$ cat config.mk
export PLATFORM = sky130hd
export DESIGN_NAME = ppm_p6_header_parser_flat
export DESIGN_NICKNAME = d
export VERILOG_FILES = /design/src/sv/pph_pkg.sv /design/src/sv/pph_if.sv /design/src/sv/ppm_p6_header_parser.sv /design/src/sv/pph_step.sv /design/src/sv/pph_out_stage.sv /design/src/flat_wrapper.sv
export SDC_FILE = /design/constraint.sdc
export NUM_CORES = 1
export LEC_CHECK = 0
export BUFFER_PORTS_ARGS = -buffer_cell sky130_fd_sc_hd__buf_2
export CORE_ASPECT_RATIO = 1.75
export CORE_MARGIN = 4
export CORE_UTILIZATION = 55
export CTS_CLUSTER_SIZE = 25
export DETAILED_ROUTE_END_ITERATION = 6
export PLACE_DENSITY_LB_ADDON = 0.3
export REMOVE_ABC_BUFFERS = 1
export SYNTH_ARGS = -nofsm -noshare
export SYNTH_HDL_FRONTEND = slang
export SYNTH_SLANG_ARGS = --single-unit
$ cat constraint.sdc
create_clock -name clk -period 9.3 [get_ports clk]
set_clock_uncertainty 0.2 [all_clocks]
set_input_delay 1.86 -clock clk [delete_from_list [all_inputs] [get_ports clk]]
set_output_delay 1.86 -clock clk [all_outputs]
set_load 0.05 [all_outputs]
$ cat src/sv/pph_pkg.sv
// Package for the PPM P6 header parser: types, character codes and limits.
package pph_pkg;

	typedef enum logic [2:0] {
		PH_P      = 3'd0,
		PH_SIX    = 3'd1,
		PH_NL     = 3'd2,
		PH_WIDTH  = 3'd3,
		PH_HEIGHT = 3'd4,
		PH_MAX    = 3'd5,
		PH_DRAIN  = 3'd6
	} phase_t;

	typedef enum logic [2:0] {
		ST_OK        = 3'd0,
		ST_BAD_MAGIC = 3'd1,
		ST_MISSING   = 3'd2,
		ST_OVERFLOW  = 3'd3,
		ST_RANGE     = 3'd4
	} status_t;

	localparam int unsigned VAL_W = 31;
	localparam int unsigned MAX_W = 16;
	localparam int unsigned ACC_W = VAL_W + 4;

	localparam logic [7:0] CH_P     = 8'h50;
	localparam logic [7:0] CH_SIX   = 8'h36;
	localparam logic [7:0] CH_NL    = 8'h0A;
	localparam logic [7:0] CH_SPACE = 8'h20;
	localparam logic [7:0] CH_ZERO  = 8'h30;
	localparam logic [7:0] CH_NINE  = 8'h39;

	localparam logic [ACC_W-1:0] VALUE_LIMIT = ACC_W'(32'h7FFF_FFFF);
	localparam logic [VAL_W-1:0] MAX_LIMIT   = VAL_W'(32'h0000_FFFF);

	typedef struct packed {
		phase_t             phase;
		logic [VAL_W-1:0]   acc;
		logic               digit;
		logic [VAL_W-1:0]   wd;
		logic [VAL_W-1:0]   ht;
	} parse_state_t;

	typedef struct packed {
		status_t            status;
		logic [VAL_W-1:0]   width;
		logic [VAL_W-1:0]   height;
		logic [MAX_W-1:0]   max_color;
	} result_t;

endpackage

$ cat src/sv/pph_if.sv
// Valid/ready channel interfaces for the byte stream and the header result.
interface pph_byte_if;
	logic       valid;
	logic       ready;
	logic [7:0] data_byte;
	logic       last_byte;

	modport source (output valid, output data_byte, output last_byte, input ready);
	modport sink (input valid, input data_byte, input last_byte, output ready);
endinterface

interface pph_hdr_if;
	logic                         valid;
	logic                         ready;
	pph_pkg::status_t             status;
	logic [pph_pkg::VAL_W-1:0]    width;
	logic [pph_pkg::VAL_W-1:0]    height;
	logic [pph_pkg::MAX_W-1:0]    max_color;

	modport source (output valid, output status, output width, output height,
		output max_color, input ready);
	modport sink (input valid, input status, input width, input height,
		input max_color, output ready);
endinterface

$ cat src/sv/ppm_p6_header_parser.sv
// Top level of the PPM P6 header parser.
//  channel  dir  payload                                  beat
//  bytes    in   data_byte[7:0], last_byte                valid & ready
//  header   out  status[2:0], width, height, max_color    valid & ready
// One byte per cycle unless a held result stalls: input register, one parse
// step, result register. A byte sits in the input register during its step.
// Reset clears the parser to expect the magic line; no results pending.
// A held result stalls bytes only once the input register is also full.
module ppm_p6_header_parser (
	input  logic       clk,
	input  logic       arst_n,
	pph_byte_if.sink   bytes,
	pph_hdr_if.source  header
);

	logic                  s1_valid_q;
	logic [7:0]            data_s1;
	logic                  last_s1;
	pph_pkg::parse_state_t st_q;
	pph_pkg::parse_state_t st_nxt;
	logic                  step_emit;
	pph_pkg::result_t      step_res;
	logic                  out_free;
	logic                  proc;

	assign proc        = s1_valid_q && out_free;
	assign bytes.ready = !s1_valid_q || proc;

	always_ff @(posedge clk or negedge arst_n) begin
		if (!arst_n) begin
			s1_valid_q <= 1'b0;
		end else if (bytes.ready) begin
			s1_valid_q <= bytes.valid;
		end
	end

	always_ff @(posedge clk) begin
		if (bytes.ready && bytes.valid) begin
			data_s1 <= bytes.data_byte;
			last_s1 <= bytes.last_byte;
		end
	end

	always_ff @(posedge clk or negedge arst_n) begin
		if (!arst_n) begin
			st_q <= '{phase: pph_pkg::PH_P, acc: '0, digit: 1'b0, wd: '0, ht: '0};
		end else if (proc) begin
			st_q <= st_nxt;
		end
	end

	pph_step u_step (
		.cur       (st_q),
		.data_byte (data_s1),
		.last_byte (last_s1),
		.nxt       (st_nxt),
		.emit      (step_emit),
		.res       (step_res)
	);

	pph_out_stage u_out (
		.clk    (clk),
		.arst_n (arst_n),
		.load   (proc && step_emit),
		.res    (step_res),
		.free   (out_free),
		.header (header)
	);

	a_drain_silent: assert property (@(posedge clk) disable iff (!arst_n)
		proc && (st_q.phase == pph_pkg::PH_DRAIN) |=> !$rose(header.valid))
		else $error("result from a drained byte");

	a_s1_hold: assert property (@(posedge clk) disable iff (!arst_n)
		s1_valid_q && !proc |=> s1_valid_q && $stable(data_s1) && $stable(last_s1))
		else $error("input register lost a stalled byte");

	a_restart: assert property (@(posedge clk) disable iff (!arst_n)
		proc && step_emit && last_s1 |=> st_q.phase == pph_pkg::PH_P)
		else $error("no restart after result on last byte");

	a_magic_clean: assert property (@(posedge clk) disable iff (!arst_n)
		(st_q.phase == pph_pkg::PH_P) |-> !st_q.digit && (st_q.acc == '0))
		else $error("stale number state at start of file");

endmodule

$ cat src/sv/pph_step.sv
// One parse step: next parser state and optional result for one byte.
module pph_step (
	input  pph_pkg::parse_state_t cur,
	input  logic [7:0]            data_byte,
	input  logic                  last_byte,
	output pph_pkg::parse_state_t nxt,
	output logic                  emit,
	output pph_pkg::result_t      res
);

	pph_pkg::parse_state_t    adv;
	pph_pkg::status_t         st;
	logic                     judge;
	logic                     is_digit;
	logic                     is_space;
	logic [3:0]               dval;
	logic [pph_pkg::ACC_W-1:0] v;
	logic                     max_ok;

	assign is_digit = (data_byte >= pph_pkg::CH_ZERO) && (data_byte <= pph_pkg::CH_NINE);
	assign is_space = (data_byte == pph_pkg::CH_SPACE) || (data_byte == pph_pkg::CH_NL);
	assign dval     = 4'(data_byte - pph_pkg::CH_ZERO);
	assign v        = {1'b0, cur.acc, 3'b000} + {3'b000, cur.acc, 1'b0}
		+ pph_pkg::ACC_W'(dval);
	assign max_ok   = (adv.acc != '0) && (adv.acc <= pph_pkg::MAX_LIMIT);

	// decision
	always_comb begin
		adv   = cur;
		emit  = 1'b0;
		judge = 1'b0;
		st    = pph_pkg::ST_OK;
		unique case (cur.phase) inside
			pph_pkg::PH_P: begin
				if (data_byte != pph_pkg::CH_P) begin
					emit = 1'b1;
					st   = pph_pkg::ST_BAD_MAGIC;
				end else begin
					adv.phase = pph_pkg::PH_SIX;
				end
			end
			pph_pkg::PH_SIX: begin
				if (data_byte != pph_pkg::CH_SIX) begin
					emit = 1'b1;
					st   = pph_pkg::ST_BAD_MAGIC;
				end else begin
					adv.phase = pph_pkg::PH_NL;
				end
			end
			pph_pkg::PH_NL: begin
				if (data_byte != pph_pkg::CH_NL) begin
					emit = 1'b1;
					st   = pph_pkg::ST_BAD_MAGIC;
				end else begin
					adv       = '0;
					adv.phase = pph_pkg::PH_WIDTH;
				end
			end
			pph_pkg::PH_WIDTH, pph_pkg::PH_HEIGHT, pph_pkg::PH_MAX: begin
				if (cur.digit && is_digit) begin
					if (v > pph_pkg::VALUE_LIMIT) begin
						emit = 1'b1;
						st   = pph_pkg::ST_OVERFLOW;
					end else begin
						adv.acc = v[pph_pkg::VAL_W-1:0];
					end
				end else begin
					if (cur.digit) begin
						if (cur.phase == pph_pkg::PH_MAX) begin
							judge = 1'b1;
						end else begin
							if (cur.phase == pph_pkg::PH_WIDTH) begin
								adv.wd    = cur.acc;
								adv.phase = pph_pkg::PH_HEIGHT;
							end else begin
								adv.ht    = cur.acc;
								adv.phase = pph_pkg::PH_MAX;
							end
							adv.acc   = '0;
							adv.digit = 1'b0;
						end
					end
					if (!judge) begin
						if (is_digit) begin
							adv.acc   = pph_pkg::VAL_W'(dval);
							adv.digit = 1'b1;
						end else if (!is_space) begin
							emit = 1'b1;
							st   = pph_pkg::ST_MISSING;
						end
					end
				end
			end
			default: begin
				if (last_byte) begin
					adv       = '0;
					adv.phase = pph_pkg::PH_P;
				end
			end
		endcase

		// end of data inside the header
		if (!emit && !judge && last_byte && (cur.phase != pph_pkg::PH_DRAIN)
				&& (cur.phase <= pph_pkg::PH_MAX)) begin
			if (adv.phase < pph_pkg::PH_WIDTH) begin
				emit = 1'b1;
				st   = pph_pkg::ST_BAD_MAGIC;
			end else if ((adv.phase == pph_pkg::PH_MAX) && adv.digit) begin
				judge = 1'b1;
			end else begin
				emit = 1'b1;
				st   = pph_pkg::ST_MISSING;
			end
		end

		if (judge) begin
			emit = 1'b1;
			st   = max_ok ? pph_pkg::ST_OK : pph_pkg::ST_RANGE;
		end
	end

	// next state
	always_comb begin
		if (emit) begin
			nxt       = '0;
			nxt.phase = last_byte ? pph_pkg::PH_P : pph_pkg::PH_DRAIN;
		end else begin
			nxt = adv;
		end
	end

	// result
	always_comb begin
		res        = '0;
		res.status = st;
		if (st == pph_pkg::ST_OK) begin
			res.width     = adv.wd;
			res.height    = adv.ht;
			res.max_color = adv.acc[pph_pkg::MAX_W-1:0];
		end
	end

endmodule

$ cat src/sv/pph_out_stage.sv
// Result register driving the header channel.
module pph_out_stage (
	input  logic              clk,
	input  logic              arst_n,
	input  logic              load,
	input  pph_pkg::result_t  res,
	output logic              free,
	pph_hdr_if.source         header
);

	logic             valid_q;
	pph_pkg::result_t res_q;

	assign free = !valid_q || header.ready;

	always_ff @(posedge clk or negedge arst_n) begin
		if (!arst_n) begin
			valid_q <= 1'b0;
		end else if (free) begin
			valid_q <= load;
		end
	end

	always_ff @(posedge clk) begin
		if (free && load) begin
			res_q <= res;
		end
	end

	assign header.valid     = valid_q;
	assign header.status    = res_q.status;
	assign header.width     = res_q.width;
	assign header.height    = res_q.height;
	assign header.max_color = res_q.max_color;

endmodule
$ cat src/flat_wrapper.sv
// flat-port wrapper written by rule: the top's interface ports become plain ports
module ppm_p6_header_parser_flat 
  (clk, arst_n, bytes_valid, bytes_data_byte, bytes_last_byte, bytes_ready, header_valid, header_status, header_width, header_height, header_max_color, header_ready);
  pph_byte_if bytes_i ();
  pph_hdr_if header_i ();
  input  logic clk;
  input  logic arst_n;
  input wire logic [$bits(bytes_i.valid)-1:0] bytes_valid;
  input wire logic [$bits(bytes_i.data_byte)-1:0] bytes_data_byte;
  input wire logic [$bits(bytes_i.last_byte)-1:0] bytes_last_byte;
  output wire logic [$bits(bytes_i.ready)-1:0] bytes_ready;
  output wire logic [$bits(header_i.valid)-1:0] header_valid;
  output wire logic [$bits(header_i.status)-1:0] header_status;
  output wire logic [$bits(header_i.width)-1:0] header_width;
  output wire logic [$bits(header_i.height)-1:0] header_height;
  output wire logic [$bits(header_i.max_color)-1:0] header_max_color;
  input wire logic [$bits(header_i.ready)-1:0] header_ready;
  assign bytes_i.valid = bytes_valid;
  assign bytes_i.data_byte = bytes_data_byte;
  assign bytes_i.last_byte = bytes_last_byte;
  assign bytes_ready = bytes_i.ready;
  assign header_valid = header_i.valid;
  assign header_status = header_i.status;
  assign header_width = header_i.width;
  assign header_height = header_i.height;
  assign header_max_color = header_i.max_color;
  assign header_i.ready = header_ready;
  ppm_p6_header_parser u_core (.clk(clk), .arst_n(arst_n), .bytes(bytes_i), .header(header_i));
endmodule
==> results of run 1 <==
## flip-flops by register name, summed over array words and instances, names as in the netlist, 3 cells and up
register and flops:
u_core.st_q 97, u_core.u_out.header.height 31, u_core.u_out.header.max_color 16, u_core.u_out.header.status 3, u_core.u_out.header.width 31, u_core.data_s1 8
## metal layers
layer	vias up	wire length, um	global-route usage [%]
met2	540	17600	51.9
met5	-	0	0
li1	4611	-	-
met4	0	1690	14.9
met3	125	2100	3.78
met1	4907	12300	33.0
## critical path, cell delays in order (launching register included)
cell	delay (ns)
dfrtp_1	0.50
inv_1	0.13
fa_1	0.60
inv_1	0.06
ha_1	0.31
a211oi_1	0.29
o211ai_1	0.20
nand4_1	0.20
a21oi_1	0.09
a211oi_1	0.37
mux2i_1	1.02
nor4_2	0.15
buf_4	0.27
a211oi_1	0.49
nand3_1	0.15
or4_4	0.53
o2111ai_4	0.48
buf_4	0.52
a21boi_0	0.18
## final timing paths
path / startpoint / end / slack [ns] / cells after the start
setup / recovery: u_core.st_q[63] / u_core.u_out.header.max_color[5] / 2.21 / 18
hold / removal: u_core.st_q[49] / u_core.st_q[49] / 0.31 / 1
setup reg to reg: u_core.st_q[63] / u_core.u_out.header.max_color[5] / 2.21 / 18
hold reg to reg: u_core.st_q[49] / u_core.st_q[49] / 0.31 / 1
max in group asynchronous: arst_n / u_core.st_q[96] / 6.51 / 2
min in group asynchronous: arst_n / u_core.st_q[84] / 1.11 / 1
## cell families after synthesis
| logic type | Yosys count | synth area share, % |
|---|---|---|
| AND/OR/NAND/NOR | 292 | 12.2 |
| flip-flops | 189 | 44.8 |
| multiplexers | 3 | 0.270 |
| AO/OA/AOI/OAI | 489 | 29.4 |
| adder cells (fa/ha/maj) | 63 | 6.95 |
| XOR/XNOR | 27 | 2.04 |
| buffers and inverters | 122 | 4.35 |
## synth_stat cells (6+ instances only)
library cell / instances / area share, %
a21oi_1: 124 / 5.4
nand2_1: 104 / 3.4
dfrtp_1: 99 / 21
edfxtp_1: 90 / 23
nor2_1: 75 / 2.4
clkbuf_1: 71 / 2.3
a22oi_1: 65 / 4.2
o21ai_0: 64 / 2.8
a22o_1: 63 / 4.8
ha_1: 61 / 6.6
a21oi_2: 20 / 1.5
inv_1: 19 / 0.62
nand3_1: 19 / 0.82
buf_2: 17 / 0.74
nand4_1: 17 / 0.92
xnor2_1: 17 / 1.3
o31ai_1: 15 / 0.97
a21boi_0: 14 / 0.91
a31oi_1: 14 / 0.76
a211oi_1: 12 / 0.78
and2_1: 12 / 0.65
a21o_1: 11 / 0.71
buf_1: 11 / 0.36
nor3_1: 11 / 0.48
xor2_1: 10 / 0.76
o221ai_1: 9 / 0.68
and3_1: 8 / 0.43
nand2b_1: 8 / 0.43
o211ai_1: 8 / 0.52
or3_1: 8 / 0.43
a211o_1: 6 / 0.45
## power groups by stage
| stage | clock, uW | combinational, uW | sequential (uW) |
|---|---|---|---|
| floorplan | 0 | 280 | 1340 |
| global placement | 0 | 810 | 1040 |
| detailed placement | 0 | 816 | 1050 |
| CTS | 772 | 817 | 1030 |
| global route | 803 | 868 | 1040 |
| finish | 767 | 822 | 1030 |
## final cells by class
type | count | area, sq um | share of cell area (%)
Inverter | 19 | 71.3 | 0.560
Tap cell | 248 | 310 | 2.44
Clock inverter | 15 | 201 | 1.58
Clock buffer | 17 | 425 | 3.34
Sequential cell | 189 | 5180 | 40.7
Multi-Input combinational cell | 874 | 5900 | 46.3
Timing Repair Buffer | 116 | 648 | 5.09
## stage by stage
stage	cells	util (%)	power (uW)
4_1_cts	1478	62.0	2620
6_report	1478	62.0	2620
3_5_place_dp	1446	59.0	1860
3_3_place_gp	1446	59.0	1850
5_1_grt	1478	62.0	2710
2_1_floorplan	1082	-	1620
==> results by group, run 1 <==
Outcome
  • Status: complete, no violations

Detailed routing
  • Drt pass-1 iters: 6
  • Via density: 6.89
  • Total Wirelength: 33700 um
  • Vias post-DR: 10183
  • DR iter-0 viols: 1134
  • DRC errors left: 0
  • DR WL/cell: 22.8 um
  • Post-route ant nets: 0

Placed design
  • DP HPWL: 24300 um
  • Buffers on Ports: 95
  • Post-DP Area: 0.0121 sq mm
  • Placement Setup Slack: 2.43 ns
  • Routability cong.: 1.02

Global route
  • Vias in the first global route: 9930
  • Global-route wire length before repair: 53600 um
  • Largest net degree at the start of global routing: 85
  • Grt total ovfl: 0
  • Initial antenna violation count: 0
  • Gr usage total: 28.6%

Die
  • Initial core utilization: 56.3%
  • DIE AREA: 0.0235 sq mm
  • Chip height: 200 um
  • Die X: 118 um
  • Num rows: 69
  • Core region area: 0.0205 sq mm
  • Io pins: 96

Pwr
  • Switching share of total power: 40.3%
  • Sequential Power Share: 39.3%
  • Internal power: 1560 uW
  • VDD IR-drop max: 147 uV
  • Clock Power Share: 29.3%
  • Switch Pwr: 1060 uW
  • Comb pwr share: 31.4%
  • PD cells: 205 mW/mm^2
  • Static Leak: 0.00518 uW

Final layout
  • Area grow syn2layout: 10.2%
  • Fillers: 1729
  • Most common cell after layout, fill and taps aside: a21oi_1
  • Most frequent cells in the layout: a21oi_1, nand2_1, dfrtp_1, buf_2, edfxtp_1
  • Design area: 0.0127 sq mm
  • NumNets Final: 1293
  • Share of layout cells above drive strength 1: 15.3%
  • # diodes: 0

Timing
  • Worst Max-Slew Pin Slew: 1.19 ns
  • Fin crit period: 7.09 ns
  • Setup WS post-layout: 2.21 ns
  • Count of pins over their slew limit: 0
  • Hold slack: 0.309 ns
  • Slew HR: 18.1%
  • Final hold vios: 0
  • RSZ-0062 raised after global routing: false
  • Max Freq: 141 MHz
  • Fin crit share: 76.2%
  • Setup-failing EPs final: 0
  • Setup TNS: 0 ns

Clock tree
  • Clk Latency, worst-skew pair: 0.44 ns
  • Clock tree buffer depth: 2
  • Root buffer cell: clkbuf_16
  • Postcts setup bufs: 0
  • CTS tree: built
  • H-tree levels: 4
  • CTS buffer count: 17
  • Resized Gates After CTS: 0
  • CTS sink count: 189
  • Clock-pin slew on the worst setup and hold paths: 0.07 ns
  • Hold buffers post-CTS: 0

Synthesis
  • Flops & latches, synth: 189
  • Post-Syn Instances: 1185
  • YS warnings: 0
  • Seq/Total Area, Yosys: 44.8%
  • Most used flip-flop cell after synthesis: dfrtp_1
  • Syn Area/Cell: 9.76 sq um
  • Post-synth cell types: 81
  • FFs w/ async S/R, synth: 52.4%
  • Post-Synthesis Cell Area: 0.0116 sq mm
  • Number of synthesized flops with an enable pin: 90

Setup path
  • Data arrival, critical path: 7.05 ns
  • Crit path max fanout: 44
  • Crit start category: flip-flop
  • Crit path required time: 9.26 ns
  • Setup crit end kind: flip-flop
  • Kind of critical path: reg -> reg

Min path
  • Worst hold path type: reg -> reg

Flow run
  • MaxCap Viol Count: 0
Note: power is estimated with default switching activity, not from simulation.
==> inputs of run 2 (changes only) <==
==> constraint.sdc (replaced) <==
create_clock -name clk -period 6.5 [get_ports clk]
set_clock_uncertainty 0.2 [all_clocks]
set_input_delay 1.3 -clock clk [delete_from_list [all_inputs] [get_ports clk]]
set_output_delay 1.3 -clock clk [all_outputs]
set_load 0.05 [all_outputs]
==> run 2 against run 1 <==
Effect of this change: largest cell class unchanged; critical path type unchanged; combinational power up 50%; non-clock buffer count up 17; highest routed layer unchanged; clock power up 36%; power up 43%; flip-flop and latch count unchanged.
==> results by group, run 2 (synthesized netlist as in run 1, its figures left out) <==
Pwr
  • VDD IR-drop max: 220 uV
  • Total power: 3740 uW
  • PD cells: 289 mW/mm^2
  • Static Leak: 0.00529 uW

Detailed routing
  • Total Wirelength: 34500 um
  • Vias post-DR: 10224
  • Via density: 6.84
  • Post-route ant nets: 0
  • Drt pass-1 iters: 7
  • DR WL/cell: 23.1 um
  • DR iter-0 viols: 1222
  • DRC errors left: 0

Min path
  • Hold path startpoint: u_core.st_q[13]
  • Hold path endpoint: u_core.st_q[13]
  • Hold Crit Depth: 1
  • Worst hold path type: reg -> reg

Die
  • Core region area: 0.0205 sq mm
  • Chip height: 200 um
  • DIE AREA: 0.0235 sq mm
  • Io pins: 96
  • Die X: 118 um
  • Initial core utilization: 56.3%
  • Num rows: 69

Global route
  • Vias in the first global route: 9899
  • Gr usage total: 28.8%
  • Largest net degree at the start of global routing: 108
  • Initial antenna violation count: 0
  • Grt total ovfl: 0
  • Global-route wire length before repair: 53600 um

Timing
  • Final hold vios: 0
  • Max Freq: 164 MHz
  • Setup TNS: 0 ns
  • RSZ-0062 raised after global routing: false
  • Slew HR: 30.0%
  • Fin crit period: 6.10 ns
  • Fin crit share: 93.9%
  • Worst Max-Slew Pin Slew: 1.05 ns
  • Count of pins over their slew limit: 0
  • Setup-failing EPs final: 0

Final layout
  • Max FFs per register: 97
  • Share of layout cells above drive strength 1: 16.8%
  • Most frequent cells in the layout: a21oi_1, nand2_1, dfrtp_1, buf_2, edfxtp_1
  • # diodes: 0
  • Largest Register: u_core.st_q
  • Area grow syn2layout: 11.9%
  • Most common cell after layout, fill and taps aside: a21oi_1
  • Fillers: 1699
  • Seq. cell area: 0.00518 sq mm
  • Multi-input gate area in the final layout: 0.00596 sq mm
  • NumNets Final: 1310

Placed design
  • Buffers on Ports: 95
  • DP HPWL: 24900 um
  • Routability cong.: 1.01

Clock tree
  • CTS tree: built
  • Clk Latency, worst-skew pair: 0.43 ns
  • Clock-pin slew on the worst setup and hold paths: 0.07 ns
  • CTS buffer count: 17
  • CTS sink count: 189
  • H-tree levels: 4
  • Root buffer cell: clkbuf_16
  • Clock tree buffer depth: 2

Setup path
  • Flop-to-flop setup slack: 0.40 ns
  • FF-to-FF Start: u_core.st_q[63]
  • Setup crit end kind: flip-flop
  • Crit path max fanout: 64
  • Reg-to-reg endpoint: u_core.u_out.header.max_color[8]
  • Crit start category: flip-flop
  • Crit path required time: 6.57 ns
  • Kind of critical path: reg -> reg
  • Data arrival, critical path: 6.17 ns
  • Worst r2r path cells: 17

Flow run
  • MaxCap Viol Count: 0

Outcome
  • Status: complete, no violations
run 2: cell types whose count changed in the layout (fill, tap and decap cells not counted), sizes merged:
cell	previous run	this run
clkinvlp	3	2
buf	116	133
clkbuf	17	20
bufinv	3	1
run 2: layout make-up:
class,count,area share [%]
clock inverters,12,0.957
inverters,19,0.551
repair buffers,133,6.47
multi-input cells,874,46.0
well taps,248,2.40
clock buffers,20,3.60
flip-flops and latches,189,40.0
run 2: stage by stage:
stage / hold WS [ns] / cells / worst slack [ns] / utilization (%) / instance area, sq um
6_report: 0.310 / 1495 / 0.396 / 63.0 / 12900
5_1_grt: 0.316 / 1495 / 0.117 / 63.0 / 12900
4_1_cts: 0.310 / 1495 / 0.0941 / 62.8 / 12900
3_5_place_dp: 0.291 / 1463 / 0.135 / 59.9 / 12300
3_3_place_gp: 0.288 / 1463 / 0.324 / 59.9 / 12300
2_1_floorplan: 0.273 / 1082 / -1.94 / - / 11100
run 2: worst max path at each step:
| stage | start | end | slack, ns | depth (start not counted) |
|---|---|---|---|---|
| floorplan | u_core.st_q[63] | u_core.st_q[31] | -1.94 | 14 |
| global placement | u_core.st_q[63] | u_core.u_out.header.max_color[5] | 0.32 | 17 |
| detailed placement | u_core.st_q[63] | u_core.u_out.header.max_color[5] | 0.13 | 17 |
| CTS | u_core.st_q[63] | u_core.u_out.header.max_color[5] | 0.09 | 17 |
| global route | u_core.st_q[63] | u_core.u_out.header.height[28] | 0.12 | 17 |
| finish | u_core.st_q[63] | u_core.u_out.header.max_color[8] | 0.40 | 17 |
run 2: repair_timing:
item                                    4_1_cts  5_1_grt
hold buffers                                  0        0
hold endpoints to repair                      0        0
setup buffers                                 0        0
endpoints found under the setup margin        0       79
gates resized for setup                       0        7
run 2: worst max-delay path, cell delays in order, from the launching register on:
cell	delay, ns
dfrtp_1	0.52
inv_1	0.13
fa_1	0.61
inv_1	0.06
ha_1	0.30
a211oi_1	0.09
o211ai_1	0.32
a31oi_1	0.13
buf_4	0.18
or3_1	0.38
a32oi_2	0.61
nor3_2	0.29
a221o_1	0.41
or4b_1	0.53
nor4_4	0.47
o2111ai_4	0.20
buf_12	0.24
a21boi_0	0.21
run 2: layer usage:
metal | GRT usage [%] | share of wire [%] | vias up
met3 | 3.27 | 5.6 | 121
met1 | 34.3 | 38 | 4938
met5 | 0 | 0 | -
li1 | - | - | 4640
met4 | 16.3 | 5.7 | 0
met2 | 50.8 | 51 | 525
run 2: report_power, final:
group,leakage (uW),total (uW),internal [uW],switching [uW]
Sequential,0.00227,1470,1420,55.0
Clock,0.000286,1040,570,469
Combinational,0.00273,1230,227,1000
Total,0.00529,3740,2220,1530
==> inputs of run 3 (changes only) <==
--- a/config.mk
+++ b/config.mk
@@ -15,4 +15,5 @@
 export REMOVE_ABC_BUFFERS = 1
 export SYNTH_ARGS = -nofsm -noshare
 export SYNTH_HDL_FRONTEND = slang
+export SYNTH_HIERARCHICAL = 1
 export SYNTH_SLANG_ARGS = --single-unit
==> run 3 against run 2 <==
Effect of this change: utilization decreased by 1.1 points; cell count grew 8.0%; sequential power is essentially flat; largest cell class unchanged.
==> results by group, run 3 <==
Synthesis
  • Post-synth cell types: 86
  • Top-count cell post-synth: nor2_1
  • Seq/Total Area, Yosys: 41.4%
  • Flops & latches, synth: 189
  • Top post-synthesis cells by area: edfxtp_1, dfrtp_1, ha_1
  • Leading area contributor after synthesis: edfxtp_1
  • Most used flip-flop cell after synthesis: dfrtp_1
  • Commonest cells post-synth: nor2_1, dfrtp_1, a21oi_1, edfxtp_1, nand2_1
  • Share of the synthesized area in the top cell type: 21.6%
  • Number of synthesized flops with an enable pin: 90
  • Post-Synthesis Cell Area: 0.0125 sq mm
  • YS warnings: 6
  • FFs w/ async S/R, synth: 52.4%
  • Syn Area/Cell: 9.95 sq um
  • Post-Syn Instances: 1256

Detailed routing
  • Total Wirelength: 36500 um
  • DR iter-0 viols: 964
  • DRC errors left: 0
  • DR WL/cell: 22.6 um
  • Drt pass-1 iters: 7
  • Vias post-DR: 10698
  • Post-route ant nets: 0
  • Via density: 6.63

Setup path
  • Cell mode on critical path: inv_1
  • Setup crit end kind: flip-flop
  • Crit path max fanout: 34
  • WP buf/inv: 3
  • Crit-path cells: inv_1, fa_1, inv_1, ha_1, a211oi_1, o211ai_1, a22o_1, a2bb2oi_2, mux2i_4, nand4_1, o21ai_0, o32ai_1, nor2_4, buf_4, a41o_1
  • Data arrival, critical path: 6.02 ns
  • Crit start category: flip-flop
  • Delay-heaviest family, CP: compound AO/OA/AOI/OAI gates
  • Worst path max stage delay: 0.73 ns
  • Flop-to-flop setup slack: 0.60 ns
  • Slowest-stage cell, CP: nor2_4
  • Kind of critical path: reg -> reg
  • Crit path required time: 6.62 ns

Clock tree
  • Hold buffers post-CTS: 0
  • Postcts setup bufs: 0
  • CTS sink count: 189
  • CTS buffer count: 17
  • Root buffer cell: clkbuf_16
  • CTS tree: built
  • Clk Latency, worst-skew pair: 0.46 ns
  • Resized Gates After CTS: 0
  • Clock tree buffer depth: 2
  • H-tree levels: 4
  • Clock-pin slew on the worst setup and hold paths: 0.07 ns

Die
  • Core region area: 0.0223 sq mm
  • Num rows: 72
  • Chip height: 207 um
  • DIE AREA: 0.0253 sq mm
  • Initial core utilization: 56.2%
  • Die X: 122 um
  • Io pins: 96

Pwr
  • Switching share of total power: 41.4%
  • VDD IR-drop max: 242 uV
  • Total power: 3890 uW
  • PD cells: 282 mW/mm^2
  • Clock Power Share: 27.6%
  • Sequential Power Share: 38.4%
  • Switch Pwr: 1610 uW
  • Comb pwr share: 34.0%
  • Internal power: 2280 uW
  • Static Leak: 0.00641 uW

Timing
  • Count of pins over their slew limit: 0
  • Setup-failing EPs final: 0
  • Slew HR: 12.6%
  • Fin crit period: 5.90 ns
  • Fin crit share: 90.7%
  • RSZ-0062 raised after global routing: false
  • Worst Max-Slew Pin Slew: 1.31 ns
  • Max Freq: 170 MHz
  • Final hold vios: 0

Final layout
  • Area grow syn2layout: 10.2%
  • Most common cell after layout, fill and taps aside: nor2_1
  • # diodes: 0
  • Post-layout util: 61.9%
  • NumNets Final: 1381
  • Largest Register: u_core/st_q
  • Most frequent cells in the layout: nor2_1, dfrtp_1, buf_2, edfxtp_1, a21oi_1
  • Max FFs per register: 97
  • Share of layout cells above drive strength 1: 21.3%

Flow run
  • MaxCap Viol Count: 0

Global route
  • Global-route wire length before repair: 57100 um
  • Gr usage total: 29.0%
  • Largest net degree at the start of global routing: 82
  • Grt total ovfl: 0
  • Initial antenna violation count: 0
  • Vias in the first global route: 10397

Outcome
  • Status: complete, no violations

Placed design
  • Routability cong.: 0.957
  • Buffers on Ports: 95
  • DP HPWL: 24800 um

Min path
  • Worst hold path type: reg -> reg
-- run 3: cell types whose count changed after synthesis, sizes merged, moves of 29 or more --
| cell | delta |
|---|---|
| nor2 | +126 |
| mux2 | +96 |
| a41o | +70 |
| a22o | -59 |
| a21oi | -53 |
| nand2 | -29 |
-- run 3: cell families (layout without fill, tap and decap cells) --
family	Yosys count	count (layout)	share of synthesized area, %
AO/OA/AOI/OAI	377	377	22.0
XOR/XNOR	26	26	1.82
adder cells (fa/ha/maj)	63	63	6.43
buffers and inverters	110	172	3.97
flip-flops	189	189	41.4
multiplexers	98	98	9.82
AND/OR/NAND/NOR	393	393	14.6
-- run 3: metal layers --
metal	up-vias	track usage, %	wire (um)	part of all wire (%)
met5	-	0	0	0
met2	486	48.5	18500	51
met4	0	15.9	1910	5.2
met3	114	4.50	2110	5.8
li1	4884	-	-	-
met1	5214	35.5	14000	38
-- run 3: layout make-up --
type                       instances  area, sq um
sequential                       189         5180
timing repair buffer             116          673
clock inverter                    15          170
clock buffer                      17          425
inverter                          24         90.1
multi-input combinational        957         6870
tap                              296          370
fill                            1903         8470
-- run 3: path summary, 6_finish.rpt --
kind,depth (start not counted),start,endpoint
worst max-delay path,15,u_core/st_q[63],u_core/u_out/header.height[18]
worst min register to register,1,u_core/st_q[41],u_core/st_q[41]
min in group asynchronous,1,arst_n,u_core/st_q[36]
worst max register to register,15,u_core/st_q[63],u_core/u_out/header.height[18]
max in group asynchronous,2,arst_n,u_core/st_q[26]
worst min-delay path,1,u_core/st_q[41],u_core/st_q[41]
-- run 3: through the flow --
| step | instances | TNS [ns] | area [sq um] | setup WS [ns] | hold slack [ns] |
|---|---|---|---|---|---|
| 3_3_place_gp | 1582 | 0 | 13200 | 0.772 | 0.287 |
| 2_1_floorplan | 1170 | -0.0208 | 12100 | -0.0208 | 0.280 |
| 3_5_place_dp | 1582 | 0 | 13200 | 0.736 | 0.294 |
| 4_1_cts | 1614 | 0 | 13800 | 0.735 | 0.309 |
| 6_report | 1614 | 0 | 13800 | 0.603 | 0.306 |
| 5_1_grt | 1614 | 0 | 13800 | 0.341 | 0.318 |
-- run 3: power groups by stage --
stage | Sequential (uW) | Clock, uW | Combinational [uW]
after detailed placement | 1520 | 0 | 1300
after global routing | 1500 | 1140 | 1370
after CTS | 1490 | 1090 | 1310
after global placement | 1520 | 0 | 1300
after floorplan | 1900 | 0 | 469
final | 1490 | 1070 | 1320
-- run 3: worst register-to-register path: cells and delay by family (launching register included) --
family / cells / cell delay [ns]
buf+inv: 3 / 0.64
flops: 1 / 0.47
simple gates: 2 / 1.09
fa+ha+maj: 2 / 0.92
compound gates: 7 / 1.95
mux: 1 / 0.48
